[src/rtl/core/i2cbs_pkg.sv]
// ----------------------------------------------------------------------------
// i2cbs_pkg
// Shared types and constants for the I2C master bit sequencer.
// ----------------------------------------------------------------------------
package i2cbs_pkg;

    typedef enum logic [2:0] {
        OP_START   = 3'd0,
        OP_RESTART = 3'd1,
        OP_STOP    = 3'd2,
        OP_WRITE   = 3'd3,
        OP_READ    = 3'd4
    } t_op;

    localparam int STEP_W  = 5;
    localparam int PHASE_W = 2;

    localparam logic [STEP_W-1:0] WR_ACK_STEP  = 5'd24;
    localparam logic [STEP_W-1:0] WR_LAST_STEP = 5'd26;
    localparam logic [STEP_W-1:0] RD_BIT_FIRST = 5'd2;
    localparam logic [STEP_W-1:0] RD_BIT_LAST  = 5'd17;
    localparam logic [STEP_W-1:0] RD_ACK_SCL   = 5'd18;
    localparam logic [STEP_W-1:0] RD_ACK_SDA   = 5'd19;
    localparam logic [STEP_W-1:0] RD_LAST_STEP = 5'd20;

    localparam logic [PHASE_W-1:0] PH_SCL_LO = 2'd0;
    localparam logic [PHASE_W-1:0] PH_SDA    = 2'd1;
    localparam logic [PHASE_W-1:0] PH_SCL_HI = 2'd2;

    // one pin step: which line is set, the level, and end of primitive
    typedef struct packed {
        logic sel_sda;
        logic level;
        logic last;
    } t_action;

endpackage

[src/rtl/core/i2cbs_step.sv]
// ----------------------------------------------------------------------------
// i2cbs_step
// Decodes the pin action for a given primitive, step index and bit phase.
// ----------------------------------------------------------------------------
module i2cbs_step import i2cbs_pkg::*; (
    input  logic [2:0]         i_op,
    input  logic [STEP_W-1:0]  i_step,
    input  logic [PHASE_W-1:0] i_phase,
    input  logic               i_tx_bit,
    output t_action            o_act
);

    always_comb begin
        o_act = '{sel_sda: 1'b0, level: 1'b0, last: 1'b0};
        case (t_op'(i_op))
            OP_START: begin
                case (i_step)
                    5'd0:    o_act = '{sel_sda: 1'b1, level: 1'b1, last: 1'b0};
                    5'd1:    o_act = '{sel_sda: 1'b0, level: 1'b1, last: 1'b0};
                    default: o_act = '{sel_sda: 1'b1, level: 1'b0, last: 1'b1};
                endcase
            end
            OP_RESTART: begin
                case (i_step)
                    5'd0:    o_act = '{sel_sda: 1'b0, level: 1'b0, last: 1'b0};
                    5'd1:    o_act = '{sel_sda: 1'b1, level: 1'b1, last: 1'b0};
                    5'd2:    o_act = '{sel_sda: 1'b0, level: 1'b1, last: 1'b0};
                    default: o_act = '{sel_sda: 1'b1, level: 1'b0, last: 1'b1};
                endcase
            end
            OP_STOP: begin
                case (i_step)
                    5'd0:    o_act = '{sel_sda: 1'b0, level: 1'b0, last: 1'b0};
                    5'd1:    o_act = '{sel_sda: 1'b1, level: 1'b0, last: 1'b0};
                    5'd2:    o_act = '{sel_sda: 1'b0, level: 1'b1, last: 1'b0};
                    default: o_act = '{sel_sda: 1'b1, level: 1'b1, last: 1'b1};
                endcase
            end
            OP_WRITE: begin
                case (i_phase)
                    PH_SCL_LO: o_act = '{sel_sda: 1'b0, level: 1'b0, last: 1'b0};
                    PH_SDA: begin
                        // ack slot releases SDA
                        o_act = '{sel_sda: 1'b1,
                                  level:   (i_step < WR_ACK_STEP) ? i_tx_bit : 1'b1,
                                  last:    1'b0};
                    end
                    PH_SCL_HI: begin
                        o_act = '{sel_sda: 1'b0, level: 1'b1,
                                  last: (i_step == WR_LAST_STEP)};
                    end
                    default: o_act = '{sel_sda: 1'b0, level: 1'b0, last: 1'b0};
                endcase
            end
            OP_READ: begin
                if (i_step >= RD_BIT_FIRST && i_step <= RD_BIT_LAST) begin
                    o_act = '{sel_sda: 1'b0, level: i_step[0], last: 1'b0};
                end else begin
                    case (i_step)
                        5'd0:         o_act = '{sel_sda: 1'b0, level: 1'b0, last: 1'b0};
                        5'd1:         o_act = '{sel_sda: 1'b1, level: 1'b1, last: 1'b0};
                        RD_ACK_SCL:   o_act = '{sel_sda: 1'b0, level: 1'b0, last: 1'b0};
                        RD_ACK_SDA:   o_act = '{sel_sda: 1'b1, level: 1'b0, last: 1'b0};
                        default:      o_act = '{sel_sda: 1'b0, level: 1'b1, last: 1'b1};
                    endcase
                end
            end
            default: o_act = '{sel_sda: 1'b0, level: 1'b0, last: 1'b1};
        endcase
    end

endmodule

[src/rtl/core/i2c_master_bit_sequencer_top.sv]
// ----------------------------------------------------------------------------
// i2c_master_bit_sequencer_top
// I2C master line sequencer: one bus primitive in, one word per pin step out.
// ----------------------------------------------------------------------------
// Each accepted primitive yields one output word per cycle while the output is
// ready, one word for each of its pin steps: start 3, repeated start 4, stop 4,
// write byte 27, read byte 21. The single output register takes one pin step
// per cycle while the output is ready. Undefined opcodes are consumed with no
// output. A holding register on the input takes the next primitive while the
// current one runs, and it starts with no gap after the last step of the one
// before.
module i2c_master_bit_sequencer_top import i2cbs_pkg::*; (
    input  logic        i_clk,
    input  logic        i_rst_n,
    input  logic        s_axis_tvalid,
    output logic        s_axis_tready,
    // [2:0] op, [10:3] tx_byte, [11] line_ack, [19:12] line_byte, [23:20] zero
    input  logic [23:0] s_axis_tdata,
    output logic        m_axis_tvalid,
    input  logic        m_axis_tready,
    // [0] scl_level, [1] sda_level, [9:2] rx_byte, [10] nack, [15:11] zero
    output logic [15:0] m_axis_tdata,
    output logic        m_axis_tlast
);

    logic        r_in_valid;
    logic [23:0] r_in_data;

    logic               r_busy;
    logic [2:0]         r_op;
    logic [7:0]         r_tx;
    logic               r_ack;
    logic [7:0]         r_rxin;
    logic [STEP_W-1:0]  r_step;
    logic [PHASE_W-1:0] r_phase;
    logic               r_scl;
    logic               r_sda;

    logic       r_out_valid;
    logic       r_out_scl;
    logic       r_out_sda;
    logic [7:0] r_out_rx;
    logic       r_out_nack;
    logic       r_out_last;

    t_action w_act;
    logic    w_adv;
    logic    w_load;
    logic    w_op_ok;
    logic    n_scl;
    logic    n_sda;

    i2cbs_step u_step (
        .i_op     (r_op),
        .i_step   (r_step),
        .i_phase  (r_phase),
        .i_tx_bit (r_tx[7]),
        .o_act    (w_act)
    );

    assign w_adv   = r_busy && (!r_out_valid || m_axis_tready);
    assign w_load  = r_in_valid && (!r_busy || (w_adv && w_act.last));
    assign w_op_ok = (r_in_data[2:0] <= 3'(OP_READ));
    assign n_scl   = w_act.sel_sda ? r_scl : w_act.level;
    assign n_sda   = w_act.sel_sda ? w_act.level : r_sda;

    assign s_axis_tready = !r_in_valid || w_load;

    always_ff @(posedge i_clk) begin
        if (!i_rst_n) begin
            r_in_valid  <= 1'b0;
            r_busy      <= 1'b0;
            r_step      <= '0;
            r_phase     <= PH_SCL_LO;
            r_scl       <= 1'b1;
            r_sda       <= 1'b1;
            r_out_valid <= 1'b0;
        end else begin
            if (s_axis_tvalid && s_axis_tready) begin
                r_in_valid <= 1'b1;
                r_in_data  <= s_axis_tdata;
            end else if (w_load) begin
                r_in_valid <= 1'b0;
            end

            if (w_adv) begin
                r_scl       <= n_scl;
                r_sda       <= n_sda;
                r_out_valid <= 1'b1;
                r_out_scl   <= n_scl;
                r_out_sda   <= n_sda;
                r_out_last  <= w_act.last;
                r_out_rx    <= (w_act.last && r_op == 3'(OP_READ)) ? r_rxin : 8'd0;
                r_out_nack  <= w_act.last && r_op == 3'(OP_WRITE) && r_ack;
            end else if (m_axis_tready) begin
                r_out_valid <= 1'b0;
            end

            if (w_load) begin
                r_busy  <= w_op_ok;
                r_op    <= r_in_data[2:0];
                r_tx    <= r_in_data[10:3];
                r_ack   <= r_in_data[11];
                r_rxin  <= r_in_data[19:12];
                r_step  <= '0;
                r_phase <= PH_SCL_LO;
            end else if (w_adv) begin
                r_step  <= r_step + 1'b1;
                r_phase <= (r_phase == PH_SCL_HI) ? PH_SCL_LO : r_phase + 1'b1;
                if (w_act.sel_sda && r_op == 3'(OP_WRITE)) begin
                    r_tx <= {r_tx[6:0], 1'b0};
                end
                if (w_act.last) begin
                    r_busy <= 1'b0;
                end
            end
        end
    end

    assign m_axis_tvalid = r_out_valid;
    assign m_axis_tlast  = r_out_last;
    assign m_axis_tdata  = {5'd0, r_out_nack, r_out_rx, r_out_sda, r_out_scl};

`ifndef SYNTHESIS
    a_phase_range: assert property (@(posedge i_clk) disable iff (!i_rst_n)
        r_phase != 2'd3)
        else $error("bit phase out of range");

    a_step_range: assert property (@(posedge i_clk) disable iff (!i_rst_n)
        r_busy |-> r_step <= WR_LAST_STEP)
        else $error("step index beyond longest primitive");

    a_last_scl_high: assert property (@(posedge i_clk) disable iff (!i_rst_n)
        (w_adv && w_act.last) |=> (r_out_scl && r_out_last))
        else $error("primitive ended with SCL low");

    a_status_only_last: assert property (@(posedge i_clk) disable iff (!i_rst_n)
        (r_out_valid && !r_out_last) |-> (!r_out_nack && r_out_rx == 8'd0))
        else $error("status fields set before last word");

    a_load_when_free: assert property (@(posedge i_clk) disable iff (!i_rst_n)
        w_load |-> (!r_busy || w_act.last))
        else $error("new primitive loaded mid-run");
`endif

endmodule

[config.mk]
export PLATFORM = sky130hd
export DESIGN_NAME = i2c_master_bit_sequencer_top
export DESIGN_NICKNAME = d
export VERILOG_FILES = /design/src/rtl/core/i2cbs_pkg.sv /design/src/rtl/core/i2cbs_step.sv /design/src/rtl/core/i2c_master_bit_sequencer_top.sv
export SDC_FILE = /design/constraint.sdc
export NUM_CORES = 1
export LEC_CHECK = 0
export BUFFER_PORTS_ARGS = -buffer_cell sky130_fd_sc_hd__buf_4
export CORE_ASPECT_RATIO = 1.5
export CORE_MARGIN = 1.5
export CORE_UTILIZATION = 50
export CTS_CLUSTER_DIAMETER = 150
export CTS_CLUSTER_SIZE = 16
export DETAILED_ROUTE_END_ITERATION = 6
export GPL_ROUTABILITY_DRIVEN = 0
export GPL_TIMING_DRIVEN = 1
export HOLD_SLACK_MARGIN = 0.03
export PLACE_DENSITY = 0.85
export SYNTH_ARGS = -nofsm -noshare
export SYNTH_HDL_FRONTEND = slang
export SYNTH_HIERARCHICAL = 1
export SYNTH_SLANG_ARGS = --single-unit
[constraint.sdc]
create_clock -name i_clk -period 2.6 [get_ports i_clk]
set_input_delay 0.52 -clock i_clk [delete_from_list [all_inputs] [get_ports i_clk]]
set_output_delay 0.52 -clock i_clk [all_outputs]
set_load 0.05 [all_outputs]
==> flow_summary.ini <==
[die]
die_w_um = 63.6
initial_core_util_pct = 52.6
io_pins = 47
fp.coreArea_um2 = 5250
die_y_um = 93.9
rows = 32
dieArea_um2 = 5980

[clock_tree]
clock_tree.root_cell = clkbuf_8
ctsHoldBuffers = 0
cts_tree = yes
htree_levels = 3
numCtsBuffers = 9
numClockSinks = 64
cts_buffer_depth = 2
clk_pin_slew_ps = 60
insertion_delay_ps = 330

[synth]
synth_area_um2 = 2760
ys_top_cells_by_area = edfxtp_1, dfxtp_1, mux2_4
ys_types = 46
yosys.area.top_type_share_pct = 56.7
async_reset_ff_share_pct = 0
synth-seq-cells = 64
syn_area_per_cell_um2 = 14.1
syn_inst = 196
synth_edf_count = 52
synth_ff_type = edfxtp_1
ys_seq_area_share_pct = 65.4
synth_warnings = 6
synth_top_area_cell = edfxtp_1

[critical_path]
cp_data_arrival_time_ps = 1960
reg2regPathDepth = 8
endpoint_kind = output pin
timing.rr.end = r_tx[5]
worstSetupPathType = reg -> out
worstPathRequired_ps = 2080
r2r_slack_ps = 230
rr_startpoint = r_op[1]
worstPathMaxFanout = 8
critPathLaunch = r_op[1]
critPathLaunchType = flip-flop

[final_layout]
final_cell_mix = edfxtp_1, buf_4, nor2_1, nand2_1, clkbuf_8
fill_cells = 375
fin_area_um2 = 3320
drive_above_1_share_pct = 35.5
area_growth_pct = 20.4
nNetsFinal = 278
diodes = 0
final_common_cell = edfxtp_1

[detailed_routing]
ant_nets = 0
drc = 0
firstDrtPassIters = 4
vias = 1610
drt_iter0_markers = 39
vias_per_cell = 5.05
drt-total-wl_um = 4290
wl_per_cell_um = 13.4

[pwr]
p_clk_share_pct = 36.0
ir_drop_uv = 510
p_leak_uw = 0.00126
totalPowerFinal_uw = 2070
internal_power_uw = 1620
power_switching_share_pct = 21.6
power_density_nw_per_um2 = 623
p_seq_share_pct = 56.1
p_sw_uw = 446
p_comb_share_pct = 7.8

[sta]
slew_headroom_pct = 66.8
maxSlewViolCount = 0
tightest_slew_ps = 490
setup_viol = 0
holdWs_ps = 361
fmax_mhz = 403
timing.final.crit_share_pct = 95.4
setup_slack_ps = 120
finalCriticalPeriod_ps = 2480
hold_violations = 0
fin_worst_skew_ps = 8.71

[grt]
grt_pass1_wl_um = 6820
grt_start_max_net_pins = 21
antenna_found_initial = 0
track_usage_pct = 15.4
gr-total-overflow = 0
grt_pass1_vias = 1559

[outcome]
status = finished, final reports clean

[worst_hold_path]
whs_path_depth = 1
min_path_type = in -> reg
hp-start = s_axis_tdata[12]
hold_end = r_in_data[12]

[placement]
placed_area_um2 = 3070
dp_slack_ps = 353
place_hpwl_um = 2970
io_buffers = 37

[run]
cap_violations = 0
-- sequential cells by signal, summed over array words and instances (netlist names), 2 cells and up --
| name | count |
|---|---|
| r_in_data | 20 |
| r_op | 3 |
| r_step | 5 |
| r_phase | 2 |
| r_out_rx | 8 |
| r_rxin | 8 |
| r_tx | 8 |
-- worst max-delay path, cell delays in order (launching register included) --
cell      delay, ps
edfxtp_1        450
buf_6           170
o21a_1          180
o22ai_1         110
o31ai_1          90
buf_4           170
a21boi_4        190
nand2_2          90
buf_6           170
-- how the worst max path moves through the flow --
stage	to
after detailed placement	r_tx[1]
after floorplan	r_ack
after CTS	s_axis_tready
final	s_axis_tready
after global routing	s_axis_tready
after global placement	r_tx[2]
-- per-stage QoR --
step / util, % / instances / TNS [ps]
floorplan: - / 200 / 0
global placement: 58.6 / 297 / 0
detailed placement: 58.6 / 297 / 0
CTS: 62.0 / 313 / 0
global route: 63.3 / 319 / -14.4
finish: 63.3 / 319 / 0
-- cell usage after synthesis (all sizes together) (2+ instances only) --
| library cell | count |
|---|---|
| o21a | 4 |
| nor2 | 14 |
| inv | 5 |
| nand2b | 3 |
| nor4 | 3 |
| o22ai | 2 |
| edfxtp | 52 |
| xor2 | 3 |
| o311ai | 2 |
| and4bb | 2 |
| nand2 | 15 |
| nand3 | 6 |
| ha | 4 |
| xnor2 | 3 |
| a21oi | 7 |
| nor2b | 4 |
| dfxtp | 12 |
| and3 | 4 |
| mux2 | 9 |
| buf | 15 |
| and2 | 8 |
| o21ai | 5 |
-- what timing repair did --
action,CTS,global route
pin swaps,0,2
setup endpoints to repair,1,1
resized for setup,1,9
buffers inserted,0,6
hold endpoints to repair,0,0
-- layer usage --
metal  track usage (%)  part of all wire [%]
met1              15.9                    39
met2              26.6                    54
met3              4.80                   4.6
met4              9.96                   2.3
met5                 0                     0
-- cell families (layout without fill, tap and decap cells) --
| group | Yosys count | count (layout) | share of synthesized area, % |
|---|---|---|---|
| buffers and inverters | 20 | 71 | 5.31 |
| flip-flops | 64 | 64 | 65.4 |
| XOR/XNOR | 6 | 6 | 1.91 |
| AND/OR/NAND/NOR | 65 | 65 | 13.6 |
| multiplexers | 9 | 9 | 4.63 |
| AO/OA/AOI/OAI | 27 | 27 | 7.22 |
| other | 1 | 5 | 0.136 |
| adder cells (fa/ha/maj) | 4 | 4 | 1.82 |
-- cell type report --
cell class                 instances  area, µm²  share of cell area [%]
clock buffer                      14        164                    4.94
clock inverter                     2       13.8                   0.415
inverter                           5       18.8                   0.566
multi-input combinational        116        833                    25.1
sequential                        64       1810                    54.5
tap                               68       85.1                    2.56
timing repair buffer              50        395                    11.9
-- power by group through the flow --
stage,combinational (µW),clock [µW],sequential [µW]
final,162,746,1160
after global routing,173,807,1160
after CTS,158,772,1160
after detailed placement,157,0,1180
after global placement,153,0,1180
after floorplan,99.2,0,1190
Power figures use the tool's default switching activity.
